<file path="config.mk">
export PLATFORM = sky130hd
export DESIGN_NAME = grid_cell_neighbor_bins_flat
export DESIGN_NICKNAME = d
export VERILOG_FILES = /design/src/gcnb_pkg.sv /design/src/gcnb_req_if.sv /design/src/gcnb_rsp_if.sv /design/src/grid_cell_neighbor_bins.sv /design/src/gcnb_csr.sv /design/src/gcnb_front.sv /design/src/gcnb_queue.sv /design/src/gcnb_back.sv /design/src/flat_wrapper.sv
export VERILOG_INCLUDE_DIRS = /design/src /design/src/src
export SDC_FILE = /design/constraint.sdc
export NUM_CORES = 2
export LEC_CHECK = 0
export ABC_CLOCK_PERIOD_IN_PS = 30600
export BUFFER_PORTS_ARGS = -buffer_cell sky130_fd_sc_hd__buf_2
export CELL_PAD_IN_SITES_DETAIL_PLACEMENT = 0
export CELL_PAD_IN_SITES_GLOBAL_PLACEMENT = 1
export CORE_MARGIN = 4
export CORE_UTILIZATION = 40
export CTS_CLUSTER_SIZE = 30
export DETAILED_ROUTE_END_ITERATION = 7
export GPL_ROUTABILITY_DRIVEN = 0
export GPL_TIMING_DRIVEN = 1
export PLACE_DENSITY_LB_ADDON = 0.1
export SKIP_CTS_REPAIR_TIMING = 1
export SYNTH_ARGS = -nofsm -noshare
export SYNTH_HDL_FRONTEND = slang
export SYNTH_SLANG_ARGS = --single-unit
</file>
<file path="constraint.sdc">
create_clock -name clock -period 30.6 [get_ports clock]
set_clock_uncertainty 0.05 [all_clocks]
set_input_delay 1.53 -clock clock [delete_from_list [all_inputs] [get_ports clock]]
set_output_delay 1.53 -clock clock [all_outputs]
set_load 0.1 [all_outputs]
</file>
<file path="src/assert_macros.svh">
// assertion macros for the rtl files, included by gcnb_back
// no dependencies
`ifndef ASSERT_MACROS_SVH
`define ASSERT_MACROS_SVH

// clocked assertion, disabled while reset is high
`define GCNB_ASSERT(lbl, clk, rst, prop, msg) \
   lbl: assert property (@(posedge clk) disable iff (rst) prop) else $error(msg);

// clocked assertion that also holds during reset
`define GCNB_ASSERT_ALWAYS(lbl, clk, prop, msg) \
   lbl: assert property (@(posedge clk) prop) else $error(msg);

`endif

</file>
<file path="src/gcnb_pkg.sv">
// types, constants and tables for the grid neighbor bin lister
// no dependencies
package gcnb_pkg;

   localparam int COORD_W   = 24;
   localparam int DIV_W     = COORD_W - 1;
   localparam int MAG_W     = COORD_W + 1;
   localparam int CNT_W     = $clog2(DIV_W);
   localparam int MAX_M     = 1024;
   localparam int M_W       = $clog2(MAX_M) + 1;
   localparam int HALF_W    = M_W - 1;
   localparam int MM_W      = 2 * M_W - 1;
   localparam int BIN_W     = COORD_W + 1;
   localparam int T_W       = BIN_W + M_W + 1;
   localparam int CENTER_W  = 48;
   localparam int IDX_W     = 30;
   localparam int TOT_W     = 31;
   localparam int BSZ_W     = 23;
   localparam int LIM_W     = 23;
   localparam int ST_W      = 2;
   localparam int ADDR_W    = 4;
   localparam int DATA_W    = 32;
   localparam int NB_N      = 9;
   localparam int PL_N      = 3;
   localparam int NB_W      = 4;
   localparam int PL_W      = 2;

   localparam logic [ST_W-1:0] ST_OK   = 2'd0;
   localparam logic [ST_W-1:0] ST_OOB  = 2'd1;
   localparam logic [ST_W-1:0] ST_NONE = 2'd2;

   localparam logic [1:0] REG_BIN_SIZE   = 2'd0;
   localparam logic [1:0] REG_BINS_AXIS  = 2'd1;
   localparam logic [1:0] REG_TOTAL_BINS = 2'd2;
   localparam logic [1:0] REG_COORD_LIM  = 2'd3;

   localparam logic [BSZ_W-1:0] BSZ_RESET = BSZ_W'(256);
   localparam logic [M_W-1:0]   BPA_RESET = M_W'(256);
   localparam logic [TOT_W-1:0] TOT_RESET = TOT_W'(16777216);
   localparam logic [LIM_W-1:0] LIM_RESET = LIM_W'(8388607);
   localparam logic [TOT_W-1:0] TOT_CAP   = TOT_W'(1073741824);

   // neighbor steps within one plane
   localparam logic signed [1:0] ROW_STEP [NB_N] = '{
      2'sd0, 2'sd0, 2'sd0, 2'sd1, -2'sd1, 2'sd1, 2'sd1, -2'sd1, -2'sd1};
   localparam logic signed [1:0] COL_STEP [NB_N] = '{
      2'sd0, 2'sd1, -2'sd1, 2'sd0, 2'sd0, 2'sd1, -2'sd1, 2'sd1, -2'sd1};

   typedef struct packed {
      logic [BSZ_W-1:0]  dsz;
      logic [M_W-1:0]    m;
      logic [HALF_W-1:0] half;
      logic [MM_W-1:0]   mm;
      logic [TOT_W-1:0]  tot;
      logic [LIM_W-1:0]  lim;
   } cfg_type;

   typedef struct packed {
      logic                       is_err;
      logic signed [CENTER_W-1:0] center;
   } entry_type;

   typedef struct packed {
      logic      push;
      entry_type entry;
   } push_type;

   typedef struct packed {
      logic      valid;
      entry_type entry;
   } head_type;

endpackage

</file>
<file path="src/gcnb_req_if.sv">
// point transaction channel
// depends on gcnb_pkg
interface gcnb_req_if import gcnb_pkg::*; ();
   logic                      valid;
   logic                      ready;
   logic signed [COORD_W-1:0] pos_x;
   logic signed [COORD_W-1:0] pos_y;
   logic signed [COORD_W-1:0] pos_z;
   modport source (output valid, pos_x, pos_y, pos_z, input ready);
   modport sink (input valid, pos_x, pos_y, pos_z, output ready);
endinterface

</file>
<file path="src/gcnb_rsp_if.sv">
// bin result transaction channel
// depends on gcnb_pkg
interface gcnb_rsp_if import gcnb_pkg::*; ();
   logic             valid;
   logic             ready;
   logic [IDX_W-1:0] bin_index;
   logic [ST_W-1:0]  status;
   logic             last;
   modport source (output valid, bin_index, status, last, input ready);
   modport sink (input valid, bin_index, status, last, output ready);
endinterface

</file>
<file path="src/grid_cell_neighbor_bins.sv">
// top level of the 27-neighbor bin lister for a uniform 3d grid
// depends on gcnb_pkg, gcnb_req_if, gcnb_rsp_if, gcnb_csr, gcnb_front, gcnb_queue, gcnb_back
//
//   channel  direction  contents
//   req_ch   in         pos_x, pos_y, pos_z (signed q15.8)
//   rsp_ch   out        bin_index, status, last
//   csr_*    in         apb registers bin_size, bins_per_axis, total_bins, coord_limit
//
// front: load, serial divide (one quotient bit per cycle), multiply states S_MUL1 and S_MUL2
// back: one neighbor offset per cycle while the rsp output is free, 27 per point after a fetch,
// and a flush when the last candidate is in range and an earlier one was too; an out of bound
// point is answered at its fetch; the back sets the sustained point rate
// a two entry queue lets the front divide the next point while the back lists this one
// reset is synchronous and restores the register reset values; rsp stalls also reach the front
module grid_cell_neighbor_bins import gcnb_pkg::*; (
   input  logic              clock,
   input  logic              reset,
   gcnb_req_if.sink          req_ch,
   gcnb_rsp_if.source        rsp_ch,
   input  logic              csr_psel,
   input  logic              csr_penable,
   input  logic              csr_pwrite,
   input  logic [ADDR_W-1:0] csr_paddr,
   input  logic [DATA_W-1:0] csr_pwdata,
   output logic [DATA_W-1:0] csr_prdata,
   output logic              csr_pready
);
   cfg_type  cfg;
   push_type q_push;
   head_type q_head;
   logic     q_full;
   logic     q_pop;

   gcnb_csr u_csr (
      .clock, .reset, .csr_psel, .csr_penable, .csr_pwrite, .csr_paddr,
      .csr_pwdata, .csr_prdata, .csr_pready, .cfg
   );

   gcnb_front u_front (
      .clock, .reset, .req(req_ch), .cfg, .q_full, .q_push
   );

   gcnb_queue u_queue (
      .clock, .reset, .q_push, .q_pop, .q_full, .q_head
   );

   gcnb_back u_back (
      .clock, .reset, .cfg, .q_head, .q_pop, .rsp(rsp_ch)
   );
endmodule

</file>
<file path="src/gcnb_csr.sv">
// configuration registers with apb write and read
// depends on gcnb_pkg
module gcnb_csr import gcnb_pkg::*; (
   input  logic              clock,
   input  logic              reset,
   input  logic              csr_psel,
   input  logic              csr_penable,
   input  logic              csr_pwrite,
   input  logic [ADDR_W-1:0] csr_paddr,
   input  logic [DATA_W-1:0] csr_pwdata,
   output logic [DATA_W-1:0] csr_prdata,
   output logic              csr_pready,
   output cfg_type           cfg
);
   logic [BSZ_W-1:0] bsz_ff;
   logic [M_W-1:0]   bpa_ff;
   logic [TOT_W-1:0] tot_ff;
   logic [LIM_W-1:0] lim_ff;
   logic [MM_W-1:0]  mm_ff, mm_in;
   logic [M_W-1:0]   m_c;
   logic             wr;
   logic [1:0]       sel;

   assign csr_pready = 1'b1;
   assign wr  = csr_psel && csr_penable && csr_pwrite;
   assign sel = csr_paddr[3:2];
   assign m_c = (bpa_ff > M_W'(MAX_M)) ? M_W'(MAX_M) : bpa_ff;
   assign mm_in = MM_W'(m_c * m_c);

   always_ff @(posedge clock) begin
      if (reset) begin
         bsz_ff <= BSZ_RESET;
         bpa_ff <= BPA_RESET;
         tot_ff <= TOT_RESET;
         lim_ff <= LIM_RESET;
      end else if (wr) begin
         case (sel)
            REG_BIN_SIZE:   bsz_ff <= csr_pwdata[BSZ_W-1:0];
            REG_BINS_AXIS:  bpa_ff <= csr_pwdata[M_W-1:0];
            REG_TOTAL_BINS: tot_ff <= csr_pwdata[TOT_W-1:0];
            REG_COORD_LIM:  lim_ff <= csr_pwdata[LIM_W-1:0];
            default: ;
         endcase
      end
   end

   always_ff @(posedge clock) begin
      mm_ff <= mm_in;
   end

   always_comb begin
      case (sel)
         REG_BIN_SIZE:   csr_prdata = DATA_W'(bsz_ff);
         REG_BINS_AXIS:  csr_prdata = DATA_W'(bpa_ff);
         REG_TOTAL_BINS: csr_prdata = DATA_W'(tot_ff);
         REG_COORD_LIM:  csr_prdata = DATA_W'(lim_ff);
         default:        csr_prdata = '0;
      endcase
   end

   assign cfg.dsz  = (bsz_ff == '0) ? BSZ_W'(1) : bsz_ff;
   assign cfg.m    = m_c;
   assign cfg.half = m_c[M_W-1:1];
   assign cfg.mm   = mm_ff;
   assign cfg.tot  = (tot_ff > TOT_CAP) ? TOT_CAP : tot_ff;
   assign cfg.lim  = lim_ff;
endmodule

</file>
<file path="src/gcnb_front.sv">
// front end: input register, bound check, serial floor divide, flattening
// depends on gcnb_pkg and gcnb_req_if
module gcnb_front import gcnb_pkg::*; (
   input  logic      clock,
   input  logic      reset,
   gcnb_req_if.sink  req,
   input  cfg_type   cfg,
   input  logic      q_full,
   output push_type  q_push
);
   localparam logic [1:0] S_IDLE = 2'd0;
   localparam logic [1:0] S_DIV  = 2'd1;
   localparam logic [1:0] S_MUL1 = 2'd2;
   localparam logic [1:0] S_MUL2 = 2'd3;

   logic [1:0]                state_ff, state_in;
   logic                      in_full_ff, in_full_in;
   logic signed [COORD_W-1:0] p_ff [3];
   logic [CNT_W-1:0]          cnt_ff, cnt_in;
   logic                      neg_ff [3];
   logic [DIV_W-1:0]          dvd_ff [3];
   logic [DIV_W-1:0]          rem_ff [3];
   logic [MAG_W-1:0]          mag [3];
   logic [DIV_W:0]            trial [3];
   logic signed [BIN_W-1:0]   fq [3];
   logic signed [BIN_W-1:0]   b [3];
   logic signed [T_W-1:0]     t0_ff, t1_ff;
   logic signed [BIN_W-1:0]   b2_ff;
   logic signed [CENTER_W-1:0] center_c;
   logic                      err;
   logic                      take;
   logic                      accept;

   assign req.ready = !in_full_ff;
   assign accept    = req.valid && !in_full_ff;

   always_comb begin
      err = 1'b0;
      for (int i = 0; i < 3; i++) begin
         mag[i] = p_ff[i][COORD_W-1] ? MAG_W'(-$signed({p_ff[i][COORD_W-1], p_ff[i]}))
                                     : MAG_W'({1'b0, p_ff[i]});
         if (mag[i] >= MAG_W'(cfg.lim)) err = 1'b1;
         trial[i] = {rem_ff[i], dvd_ff[i][DIV_W-1]};
         fq[i] = neg_ff[i] ? -$signed(BIN_W'(dvd_ff[i])) - $signed(BIN_W'(rem_ff[i] != '0))
                           : $signed(BIN_W'(dvd_ff[i]));
         b[i] = fq[i] + $signed(BIN_W'(cfg.half));
      end
   end

   assign center_c = CENTER_W'(t0_ff) * $signed(CENTER_W'(cfg.m))
                   + CENTER_W'(t1_ff) + CENTER_W'(b2_ff);

   always_comb begin
      state_in     = state_ff;
      cnt_in       = cnt_ff;
      take         = 1'b0;
      q_push.push  = 1'b0;
      q_push.entry.is_err = 1'b0;
      q_push.entry.center = center_c;
      case (state_ff)
         S_IDLE: begin
            if (in_full_ff) begin
               if (err) begin
                  if (!q_full) begin
                     q_push.push = 1'b1;
                     q_push.entry.is_err = 1'b1;
                     take = 1'b1;
                  end
               end else begin
                  take     = 1'b1;
                  cnt_in   = '0;
                  state_in = S_DIV;
               end
            end
         end
         S_DIV: begin
            cnt_in = cnt_ff + CNT_W'(1);
            if (cnt_ff == CNT_W'(DIV_W - 1)) state_in = S_MUL1;
         end
         S_MUL1: state_in = S_MUL2;
         S_MUL2: begin
            if (!q_full) begin
               q_push.push = 1'b1;
               state_in    = S_IDLE;
            end
         end
         default: state_in = S_IDLE;
      endcase
   end

   assign in_full_in = accept ? 1'b1 : (take ? 1'b0 : in_full_ff);

   always_ff @(posedge clock) begin
      if (reset) begin
         state_ff   <= S_IDLE;
         in_full_ff <= 1'b0;
      end else begin
         state_ff   <= state_in;
         in_full_ff <= in_full_in;
      end
      cnt_ff <= cnt_in;
      if (accept) begin
         p_ff[0] <= req.pos_x;
         p_ff[1] <= req.pos_y;
         p_ff[2] <= req.pos_z;
      end
      for (int i = 0; i < 3; i++) begin
         if (state_ff == S_IDLE) begin
            neg_ff[i] <= p_ff[i][COORD_W-1];
            dvd_ff[i] <= mag[i][DIV_W-1:0];
            rem_ff[i] <= '0;
         end else if (state_ff == S_DIV) begin
            if (trial[i] >= (DIV_W+1)'(cfg.dsz)) begin
               rem_ff[i] <= DIV_W'(trial[i] - (DIV_W+1)'(cfg.dsz));
               dvd_ff[i] <= {dvd_ff[i][DIV_W-2:0], 1'b1};
            end else begin
               rem_ff[i] <= trial[i][DIV_W-1:0];
               dvd_ff[i] <= {dvd_ff[i][DIV_W-2:0], 1'b0};
            end
         end
      end
      if (state_ff == S_MUL1) begin
         t0_ff <= T_W'(b[0]) * $signed(T_W'(cfg.m));
         t1_ff <= T_W'(b[1]) * $signed(T_W'(cfg.m));
         b2_ff <= b[2];
      end
   end
endmodule

</file>
<file path="src/gcnb_queue.sv">
// two entry queue between front and back
// depends on gcnb_pkg
module gcnb_queue import gcnb_pkg::*; (
   input  logic     clock,
   input  logic     reset,
   input  push_type q_push,
   input  logic     q_pop,
   output logic     q_full,
   output head_type q_head
);
   entry_type  mem_ff [2];
   logic       wr_ff, rd_ff;
   logic [1:0] cnt_ff, cnt_in;

   assign q_full       = (cnt_ff == 2'd2);
   assign q_head.valid = (cnt_ff != 2'd0);
   assign q_head.entry = mem_ff[rd_ff];
   assign cnt_in = cnt_ff + 2'(q_push.push) - 2'(q_pop);

   always_ff @(posedge clock) begin
      if (reset) begin
         wr_ff  <= 1'b0;
         rd_ff  <= 1'b0;
         cnt_ff <= '0;
      end else begin
         cnt_ff <= cnt_in;
         if (q_push.push) wr_ff <= !wr_ff;
         if (q_pop) rd_ff <= !rd_ff;
      end
      if (q_push.push) mem_ff[wr_ff] <= q_push.entry;
   end
endmodule

</file>
<file path="src/gcnb_back.sv">
// back: walks 27 neighbor offsets; emits in-range bins or status
// depends on gcnb_pkg, gcnb_rsp_if and assert_macros.svh
`include "assert_macros.svh"
module gcnb_back import gcnb_pkg::*; (
   input  logic       clock,
   input  logic       reset,
   input  cfg_type    cfg,
   input  head_type   q_head,
   output logic       q_pop,
   gcnb_rsp_if.source rsp
);
   logic                       busy_ff, busy_in;
   logic                       flush_ff, flush_in;
   logic                       have_ff, have_in;
   logic [IDX_W-1:0]           held_ff, held_in;
   logic signed [CENTER_W-1:0] center_ff, center_in;
   logic [PL_W-1:0]            pl_ff, pl_in;
   logic [NB_W-1:0]            nb_ff, nb_in;
   logic                       rsp_valid_ff, rsp_valid_in;
   logic [IDX_W-1:0]           rsp_idx_ff;
   logic [ST_W-1:0]            rsp_st_ff;
   logic                       rsp_last_ff;
   logic                       out_free;
   logic                       emit;
   logic [IDX_W-1:0]           e_idx;
   logic [ST_W-1:0]            e_st;
   logic                       e_last;
   logic signed [CENTER_W-1:0] pterm, rterm, cterm, cand;
   logic                       ok, last_step;
   logic signed [CENTER_W-1:0] mm_s, m_s;

   assign out_free = !rsp_valid_ff || rsp.ready;
   assign mm_s = $signed(CENTER_W'(cfg.mm));
   assign m_s  = $signed(CENTER_W'(cfg.m));

   always_comb begin
      case (pl_ff)
         2'd1:    pterm = mm_s;
         2'd2:    pterm = -mm_s;
         default: pterm = '0;
      endcase
      case (ROW_STEP[nb_ff])
         2'sd1:   rterm = m_s;
         -2'sd1:  rterm = -m_s;
         default: rterm = '0;
      endcase
      cterm = CENTER_W'(COL_STEP[nb_ff]);
      cand  = center_ff + pterm + rterm + cterm;
      ok    = !cand[CENTER_W-1] && (cand < $signed(CENTER_W'(cfg.tot)));
      last_step = (pl_ff == PL_W'(PL_N - 1)) && (nb_ff == NB_W'(NB_N - 1));
   end

   always_comb begin
      busy_in   = busy_ff;
      flush_in  = flush_ff;
      have_in   = have_ff;
      held_in   = held_ff;
      center_in = center_ff;
      pl_in     = pl_ff;
      nb_in     = nb_ff;
      q_pop     = 1'b0;
      emit      = 1'b0;
      e_idx     = held_ff;
      e_st      = ST_OK;
      e_last    = 1'b0;
      if (flush_ff) begin
         if (out_free) begin
            emit     = 1'b1;
            e_last   = 1'b1;
            flush_in = 1'b0;
            have_in  = 1'b0;
         end
      end else if (busy_ff) begin
         if (out_free) begin
            if (nb_ff == NB_W'(NB_N - 1)) begin
               nb_in = '0;
               pl_in = pl_ff + PL_W'(1);
            end else begin
               nb_in = nb_ff + NB_W'(1);
            end
            if (!last_step) begin
               if (ok) begin
                  emit    = have_ff;
                  held_in = cand[IDX_W-1:0];
                  have_in = 1'b1;
               end
            end else begin
               busy_in = 1'b0;
               have_in = 1'b0;
               emit    = 1'b1;
               if (ok && have_ff) begin
                  held_in  = cand[IDX_W-1:0];
                  have_in  = 1'b1;
                  flush_in = 1'b1;
               end else if (ok) begin
                  e_idx  = cand[IDX_W-1:0];
                  e_last = 1'b1;
               end else if (have_ff) begin
                  e_last = 1'b1;
               end else begin
                  e_idx  = '0;
                  e_st   = ST_NONE;
                  e_last = 1'b1;
               end
            end
         end
      end else if (q_head.valid && out_free) begin
         q_pop = 1'b1;
         if (q_head.entry.is_err) begin
            emit   = 1'b1;
            e_idx  = '0;
            e_st   = ST_OOB;
            e_last = 1'b1;
         end else begin
            busy_in   = 1'b1;
            center_in = q_head.entry.center;
            pl_in     = '0;
            nb_in     = '0;
            have_in   = 1'b0;
         end
      end
   end

   assign rsp_valid_in = emit ? 1'b1 : (rsp.ready ? 1'b0 : rsp_valid_ff);

   always_ff @(posedge clock) begin
      if (reset) begin
         busy_ff      <= 1'b0;
         flush_ff     <= 1'b0;
         have_ff      <= 1'b0;
         rsp_valid_ff <= 1'b0;
      end else begin
         busy_ff      <= busy_in;
         flush_ff     <= flush_in;
         have_ff      <= have_in;
         rsp_valid_ff <= rsp_valid_in;
      end
      held_ff   <= held_in;
      center_ff <= center_in;
      pl_ff     <= pl_in;
      nb_ff     <= nb_in;
      if (emit) begin
         rsp_idx_ff  <= e_idx;
         rsp_st_ff   <= e_st;
         rsp_last_ff <= e_last;
      end
   end

   assign rsp.valid     = rsp_valid_ff;
   assign rsp.bin_index = rsp_idx_ff;
   assign rsp.status    = rsp_st_ff;
   assign rsp.last      = rsp_last_ff;

   `GCNB_ASSERT(a_walk_or_flush, clock, reset, !(busy_ff && flush_ff), "walk and flush overlap")
   `GCNB_ASSERT(a_held_owner, clock, reset, have_ff |-> (busy_ff || flush_ff), "stale held bin")
   `GCNB_ASSERT(a_status_last, clock, reset, (rsp_valid_ff && rsp_st_ff != ST_OK) |-> (rsp_last_ff && rsp_idx_ff == '0), "status result malformed")
endmodule

</file>
<file path="src/flat_wrapper.sv">
// flat-port wrapper written by rule: the top's interface ports become plain ports
module grid_cell_neighbor_bins_flat import gcnb_pkg::*;
  (clock, reset, csr_psel, csr_penable, csr_pwrite, csr_paddr, csr_pwdata, csr_prdata, csr_pready, req_ch_valid, req_ch_pos_x, req_ch_pos_y, req_ch_pos_z, req_ch_ready, rsp_ch_valid, rsp_ch_bin_index, rsp_ch_status, rsp_ch_last, rsp_ch_ready);
  gcnb_req_if req_ch_i ();
  gcnb_rsp_if rsp_ch_i ();
  input  logic clock;
  input  logic reset;
  input  logic csr_psel;
  input  logic csr_penable;
  input  logic csr_pwrite;
  input  logic [ADDR_W-1:0] csr_paddr;
  input  logic [DATA_W-1:0] csr_pwdata;
  output logic [DATA_W-1:0] csr_prdata;
  output logic csr_pready;
  input wire logic [$bits(req_ch_i.valid)-1:0] req_ch_valid;
  input wire logic [$bits(req_ch_i.pos_x)-1:0] req_ch_pos_x;
  input wire logic [$bits(req_ch_i.pos_y)-1:0] req_ch_pos_y;
  input wire logic [$bits(req_ch_i.pos_z)-1:0] req_ch_pos_z;
  output wire logic [$bits(req_ch_i.ready)-1:0] req_ch_ready;
  output wire logic [$bits(rsp_ch_i.valid)-1:0] rsp_ch_valid;
  output wire logic [$bits(rsp_ch_i.bin_index)-1:0] rsp_ch_bin_index;
  output wire logic [$bits(rsp_ch_i.status)-1:0] rsp_ch_status;
  output wire logic [$bits(rsp_ch_i.last)-1:0] rsp_ch_last;
  input wire logic [$bits(rsp_ch_i.ready)-1:0] rsp_ch_ready;
  assign req_ch_i.valid = req_ch_valid;
  assign req_ch_i.pos_x = req_ch_pos_x;
  assign req_ch_i.pos_y = req_ch_pos_y;
  assign req_ch_i.pos_z = req_ch_pos_z;
  assign req_ch_ready = req_ch_i.ready;
  assign rsp_ch_valid = rsp_ch_i.valid;
  assign rsp_ch_bin_index = rsp_ch_i.bin_index;
  assign rsp_ch_status = rsp_ch_i.status;
  assign rsp_ch_last = rsp_ch_i.last;
  assign rsp_ch_i.ready = rsp_ch_ready;
  grid_cell_neighbor_bins u_core (.clock(clock), .reset(reset), .req_ch(req_ch_i), .rsp_ch(rsp_ch_i), .csr_psel(csr_psel), .csr_penable(csr_penable), .csr_pwrite(csr_pwrite), .csr_paddr(csr_paddr), .csr_pwdata(csr_pwdata), .csr_prdata(csr_prdata), .csr_pready(csr_pready));
endmodule
</file>
Word level (Yosys, flattened, before mapping)
Memory sizes are Yosys's and may differ from the RTL's. A register that Yosys moved wholly into a read port is not among the register bits.
Index checks and enable logic that the tools add are counted.
{"block": "op_classes", "n_addsub": 27, "multipliers": 4, "div_mod_pow": 0, "n_lt_le_gt_ge": 10, "eq_ne": 24, "shifts": 0, "mux": 149, "bitwise": 16, "n_reduce_logical": 37}
{"op": "30-bit 2-to-1 mux", "count": 12}
{"op": "23-bit 2-to-1 mux", "count": 13}
{"op": "48-bit one-hot mux with 2 select lines", "count": 2}
{"op": "25-bit 2-to-1 mux", "count": 6}
{"op": "32-bit one-hot mux with 4 select lines", "count": 1}
{"op": "48-bit adder", "count": 2}
{"op": "1-bit 2-to-1 mux", "count": 81}
{"op": "25-bit by 11-bit adder with 25-bit output", "count": 3}
{"op": "25-bit by 23-bit >= comparator with 1-bit output", "count": 3}
{"op": "23-bit negator with 25-bit output", "count": 3}
{"op": "24-bit negator with 25-bit output", "count": 3}
{"op": "25-bit by 2-bit subtractor with 25-bit output", "count": 3}
{"op": "25-bit by 12-bit multiplier with 37-bit output", "count": 2}
{"op": "24-bit by 23-bit >= comparator with 1-bit output", "count": 3}
{"op": "23-bit nonzero test", "count": 3}
{"op": "23-bit subtractor", "count": 3}
{"op": "48-bit by 2-bit adder with 48-bit output", "count": 1}
{"op": "48-bit by 25-bit adder with 48-bit output", "count": 1}
{"op": "48-bit by 37-bit adder with 48-bit output", "count": 1}
{"op": "48-bit by 32-bit less-than comparator with 1-bit output", "count": 1}
{"op": "37-bit by 12-bit multiplier with 48-bit output", "count": 1}
{"op": "11-bit negator with 48-bit output", "count": 1}
{"op": "21-bit negator with 48-bit output", "count": 1}
{"op": "2-bit 2-to-1 mux", "count": 22}
{"op": "38 further kinds", "count": 95}
{"block": "totals", "ff_bits": 341, "latchBits": 0, "mem_bits_rw": 311, "rom_bits": 64, "input_bits": 115, "n_memories": 7}
{"memory": "u_core.u_queue.mem_ff", "depth": 2, "word_bits": 49, "rd": 1, "rd_clocked_by_memory_dff": 1, "wr": 1, "line_no": "gcnb_queue.sv:11", "source": "entry_type mem_ff [2];"}
{"memory": "u_core.u_front.p_ff", "depth": 3, "word_bits": 24, "rd": 3, "rd_clocked_by_memory_dff": 0, "wr": 3, "line_no": "gcnb_front.sv:18", "source": "logic signed [COORD_W-1:0] p_ff [3];"}
{"memory": "u_core.u_front.dvd_ff", "depth": 3, "word_bits": 23, "rd": 3, "rd_clocked_by_memory_dff": 0, "wr": 3, "line_no": "gcnb_front.sv:21", "source": "logic [DIV_W-1:0] dvd_ff [3];"}
{"memory": "u_core.u_front.rem_ff", "depth": 3, "word_bits": 23, "rd": 3, "rd_clocked_by_memory_dff": 0, "wr": 3, "line_no": "gcnb_front.sv:22", "source": "logic [DIV_W-1:0] rem_ff [3];"}
{"memory": "(no name shown)", "depth": 16, "word_bits": 2, "rd": 1, "rd_clocked_by_memory_dff": 0, "wr": 0, "line_no": "gcnb_back.sv:47", "source": "cterm = CENTER_W'(COL_STEP[nb_ff]);"}
{"memory": "(no name shown)", "depth": 16, "word_bits": 2, "rd": 1, "rd_clocked_by_memory_dff": 0, "wr": 0, "line_no": "gcnb_back.sv:42", "source": "case (ROW_STEP[nb_ff])"}
{"memory": "1 more memories"}

Logic depth before layout (Yosys ltp)
{"block": "logic_depth", "ltp_word": 16, "mapped_depth": 47}

Modules after synthesis
From an unflattened synthesis, not the netlist that was laid out.
{"block": "unflattened", "cells_unflattened": 8748, "hier_area_um2": 82022.4}
{"module": "gcnb_front", "n_inst": 1, "cells_each": 6436, "area_each_um2": 58740.1}
{"module": "gcnb_back", "n_inst": 1, "cells_each": 1193, "area_each_um2": 11499.8}
{"module": "gcnb_csr", "n_inst": 1, "cells_each": 946, "area_each_um2": 7982.7}
{"module": "gcnb_queue", "n_inst": 1, "cells_each": 173, "area_each_um2": 3799.9}

Worst setup path after synthesis
OpenSTA, ideal clock, no wires.
{"block": "synth_path", "path_kind": "register to register", "startpoint": "register u_core.u_back.nb_ff[0]", "endpoint": "register u_core.u_back.held_ff[0], enable pin", "setup_ns": 0.492, "arrival_time_ns": 11.286, "setup_slack_ns": 18.772, "stages_incl_launch_ff": 28, "cell_sequence": "edfxtp_1 inv_1 ha_1 nor2_1 inv_1 fa_1 ha_1 inv_1 fa_1 nor2b_1 o31ai_2 a211oi_2 o31ai_4 o31ai_4 a21o_1 a21oi_1 xnor2_1 ha_1 a21o_1 a21oi_1 o21ai_0 a2111oi_0 a21oi_1 nor3_1 nand4_1 a2111oi_4 nand4_1 nor4_1"}
{"block": "synth_via", "elab_chain_len": 13, "elab_cells_between_ends": 21, "classes_between": "2 x add/sub; 1 x order compare; 4 x eq/ne; 5 x mux; 1 x bitwise; 6 x reduce/logical; 2 x memory"}
{"item": "start: declaration", "line_no": "gcnb_back.sv:18", "source": "logic [NB_W-1:0] nb_ff, nb_in;"}
{"item": "start signal: assignment", "line_no": "gcnb_back.sv:141", "source": "nb_ff <= nb_in;"}
{"item": "4-bit NOT with 5-bit output (implied by the code) *", "line_no": "gcnb_back.sv:42, gcnb_back.sv:47"}
{"item": "memory 16 x 2 bit"}
{"item": "2-bit 2-to-1 mux (implied by the code) (2 in a row)", "line_no": "gcnb_back.sv:42"}
{"item": "2-bit equality test or 2-bit by 1-bit equality test with 1-bit output (tied branches)", "line_no": "gcnb_back.sv:42"}
{"item": "48-bit one-hot mux with 2 select lines", "line_no": "gcnb_back.sv:42"}
{"item": "48-bit adder", "line_no": "gcnb_back.sv:48", "source": "cand = center_ff + pterm + rterm + cterm;"}
{"item": "48-bit by 2-bit adder with 48-bit output *", "line_no": "gcnb_back.sv:48"}
{"item": "via u_core.u_back.cand[25]", "line_no": "gcnb_back.sv:28", "source": "logic signed [CENTER_W-1:0] pterm, rterm, cterm, cand;"}
{"item": "48-bit by 32-bit less-than comparator with 1-bit output *", "line_no": "gcnb_back.sv:49", "source": "ok = !cand[CENTER_W-1] && (cand < $signed(CENTER_W'(cfg.tot)));"}
{"item": "1-bit logical AND *", "line_no": "gcnb_back.sv:49"}
{"item": "1-bit logical AND", "line_no": "gcnb_back.sv:91", "source": "if (ok && have_ff) begin"}
{"item": "2-bit by 1-bit inequality test with 1-bit output (no source line)"}
{"item": "5-bit AND reduction (no source line) *"}
{"item": "end signal: assignment", "line_no": "gcnb_back.sv:138", "source": "held_ff <= held_in;"}
{"item": "end: declaration", "line_no": "gcnb_back.sv:15", "source": "logic [IDX_W-1:0] held_ff, held_in;"}
The timed path passes the listed nets; every way through them passes the cells marked *. The select of a mux whose other input is x is not followed.
A chain may end at the register's enable or synchronous reset.

Final worst setup path
{"block": "layout_path", "startpoint": "register u_core.u_csr.bpa_ff[10]", "endpoint": "register u_core.u_front.t0_ff[36] (data pin)"}
{"block": "layout_via", "elab_chain_len": 4}
{"item": "start: declaration", "line_no": "gcnb_csr.sv:16", "source": "logic [M_W-1:0] bpa_ff;"}
{"item": "start signal: assignment", "line_no": "gcnb_csr.sv:39", "source": "REG_BINS_AXIS: bpa_ff <= csr_pwdata[M_W-1:0];"}
{"item": "11-bit greater-than comparator", "line_no": "gcnb_csr.sv:27", "source": "assign m_c = (bpa_ff > M_W'(MAX_M)) ? M_W'(MAX_M) : bpa_ff;"}
{"item": "11-bit 2-to-1 mux *", "line_no": "gcnb_csr.sv:27"}
{"item": "25-bit by 11-bit adder with 25-bit output", "line_no": "gcnb_front.sv:46", "source": "b[i] = fq[i] + $signed(BIN_W'(cfg.half));"}
{"item": "25-bit by 12-bit multiplier with 37-bit output *", "line_no": "gcnb_front.sv:123", "source": "t0_ff <= T_W'(b[0]) * $signed(T_W'(cfg.m));"}
{"item": "end signal: assignment", "line_no": "gcnb_front.sv:123"}
{"item": "end: declaration", "line_no": "gcnb_front.sv:27", "source": "logic signed [T_W-1:0] t0_ff, t1_ff;"}
Every way passes the cells marked *; elsewhere a longest branch is shown, timed or not.

==> results.toml <==
[clock_network]
clock-sinks = 652
clk_latency_ns = 0.72
htree_num_levels = 3
clk_path_buf_depth = 3
cts_tree = "done"
cts_buffers = 82
cts_root_buf = "clkbuf_16"
cts.clk_slew.worst_paths_ns = 0.06

[worst_setup_path]
crit_path_max_fanout = 35
startpoint_type = "register"
worstSetupPathType = "register to register"
slowest_stage = "inv_2"
regToRegStartpoint = "u_core.u_csr.bpa_ff[10]"
cp_data_required_time_ns = 31.01
max_stage_delay_ns = 0.86
end_kind = "register"
critPathMostFrequentCell = "fa_1"
crit_end = "u_core.u_front.t0_ff[36]"
reg2reg_to = "u_core.u_front.t0_ff[36]"
crit_start = "u_core.u_csr.bpa_ff[10]"
cp_data_arrival_time_ns = 12.69
reg2regPathDepth = 33
reg2reg_slack_ns = 18.32

[min_path]
hold_path.class = "register to register"

[routing]
wire_per_inst_um = 20.7
drc = 0
initialDrtViolationCount = 3623
via_per_inst = 5.22
routed_wl_um = 235000
vias = 59200
dr.pass1.iters = 6
route.antenna.remaining_nets = 0

[synth]
synth_edf_count = 532
synth_top_cell_by_area = "fa_1"
synth.area.top_cells = "fa_1 (27%), edfxtp_1 (20%), ha_1 (10%), inv_1 (6.8%), nand2_1 (5.0%)"
synth_top_family_by_area = "adder cells"
synth_top_flop_cell = "edfxtp_1"
synthAdderAreaFrac = 0.371
synth_xor_xnor_area_share = 0.0454
syn_area_per_cell_sq_um = 9.38
syn_area_sq_mm = 0.0807
yosysWarnings = 0
synth_cell_types = 101
synth-async-reset-ratio = 0
muxShareOfSynthArea = 0.0217
synth-simple-area-share = 0.143
synth_top_cells_by_count = "inv_1 (1455), nand2_1 (1077), fa_1 (1076)"
ys_seq_elements = 652
synthCells = 8599
synth.most_common_cell = "inv_1"
synth_seq_area_share = 0.228
synth_top_area_frac = 0.267
synth_compound_gate_area_share = 0.106

[timing]
rsz0062_at_grt = "no"
hold_viol = 0
period_needed_ns = 12.28
setup_viol = 0
relSlewSlack = 0.0883
fmax_mhz = 81.4
layout_worst_path_cycle_share = 0.401
drv_slew = 0
tns_ns = 0
worst_pin_slew_ns = 1.36

[floorplanning]
start_util = 0.403
top_level_ports = 183
core_sq_mm = 0.200
dieWidth_um = 457
dieArea_sq_mm = 0.209
die_y_um = 457
num_rows = 164

[place]
dp_hpwl_um = 190000
port_buffers = 177

[layout]
nNetsFinal = 10500
area.growth.synth_to_final_pct = 8.29
drive_gt1_frac = 0.0641
n_fill_cell = 19700

[global_route]
grt_usage = 0.225
antenna_found_initial = 12
grt_overflow_total = 0
busiest_layer = "met2"
grt_pass1_wl_um = 366000
grt_util_met2 = 0.378
grt_max_degree = 89
grt_pass1_vias = 61300
grt_use_met3 = 0.0234
global_route.usage.met1 = 0.317

[flow_run]
drv_cap = 0

[outcome]
status = "completed"
logic make-up (layout without fill, tap and decap cells):
family,Yosys count,in the layout
and+or+nand+nor,2491,2491
buffers and inverters,1814,1875
adders and majority gates,1744,1744
AOI/OAI and AO/OA,1324,1324
DFF,652,652
xor gates and xnor gates,418,418
muxes,154,154
other,2,21
stage by stage:
step,util,hold WS [ns],setup WS [ns],cells,area [sq um]
after CTS,0.436,0.462,18.19,11300,87400
after global routing,0.436,0.487,17.62,11300,87400
after detailed placement,0.422,0.450,18.23,11200,84500
after global placement,0.422,0.439,18.29,11200,84500
after floorplan,-,0.406,18.77,8613,80700
final,0.436,0.457,18.32,11300,87400
state kept, by name (all words and copies together) (netlist names), 2 cells and up, named ones only:
register and flops:
u_core.u_front.rem_ff 69, u_core.u_csr.tot_ff 31, u_core.u_csr.bsz_ff 23, u_core.u_front.b2_ff 25, u_core.u_front.t1_ff 37, u_core.u_back.center_ff 48, u_core.u_csr.lim_ff 23, u_core.u_back.rsp.bin_index 30
u_core.u_front.cnt_ff 5, u_core.u_front.p_ff 72, u_core.u_back.rsp.status 2, u_core.u_front.dvd_ff 69, u_core.u_front.neg_ff 3, u_core.u_queue.mem_ff 98, u_core.u_front.t0_ff 37, u_core.u_back.held_ff 30
u_core.u_csr.mm_ff 20, u_core.u_back.nb_ff 4, u_core.u_queue.cnt_ff 2, u_core.u_front.state_ff 2, u_core.u_back.pl_ff 2, u_core.u_csr.bpa_ff 11
area by class of cell:
class / instances / area, sq um / share of cell area
Clock inverter: 51 / 672 / 0.00769
Inverter: 1464 / 5500 / 0.0629
Sequential cell: 652 / 18400 / 0.210
Antenna cell: 5 / 12.5 / 0.000143
Multi-Input combinational cell: 6147 / 55800 / 0.638
Clock buffer: 100 / 2200 / 0.0251
Tap cell: 2656 / 3320 / 0.0380
Timing Repair Buffer: 260 / 1510 / 0.0173
cells in the final DEF, fill, tap and decap left out, drive strengths merged, types with 48 or more instances in the layout:
master / instances
dfxtp: 120
nand3: 73
o21bai: 54
nand2: 1077
nor2b: 84
nor3: 97
nand4: 60
inv: 1463
edfxtp: 532
nor2: 509
o21ai: 238
mux2i: 90
o21a: 59
xor2: 99
fa: 1076
a21oi: 448
nand2b: 69
xnor2: 319
buf: 260
a21o: 151
nor4: 48
ha: 668
and2: 300
clkbuf: 100
mux2: 53
metal layers:
metal  up-vias  share of wire
met5         -              0
met4         0          0.018
met3       178          0.034
met2       971           0.48
met1     30000           0.47
li1      28000              -
worst min path at each step:
stage | startpoint | to | slack, ns | depth (start not counted)
global placement | u_core.u_csr.bsz_ff[6] | u_core.u_csr.bsz_ff[6] | 0.44 | 2
floorplan | u_core.u_csr.bsz_ff[0] | u_core.u_csr.bsz_ff[0] | 0.41 | 2
finish | u_core.u_csr.tot_ff[25] | u_core.u_csr.tot_ff[25] | 0.46 | 2
global route | u_core.u_csr.bsz_ff[15] | u_core.u_csr.bsz_ff[15] | 0.49 | 2
detailed placement | u_core.u_queue.rd_ff | u_core.u_queue.rd_ff | 0.45 | 2
CTS | u_core.u_csr.tot_ff[25] | u_core.u_csr.tot_ff[25] | 0.46 | 2
worst max-delay path: cells and delay by family (launching register included):
| family | cells | cell delay [ns] |
|---|---|---|
| simple gates | 6 | 1.32 |
| buf+inv | 5 | 1.55 |
| flops | 1 | 0.33 |
| compound gates | 13 | 4.77 |
| xor+xnor | 2 | 0.56 |
| fa+ha+maj | 7 | 3.39 |
Power is left out: the tool's default activity adds up to more than one toggle a clock period on the data nets, which glitch-free logic cannot reach.
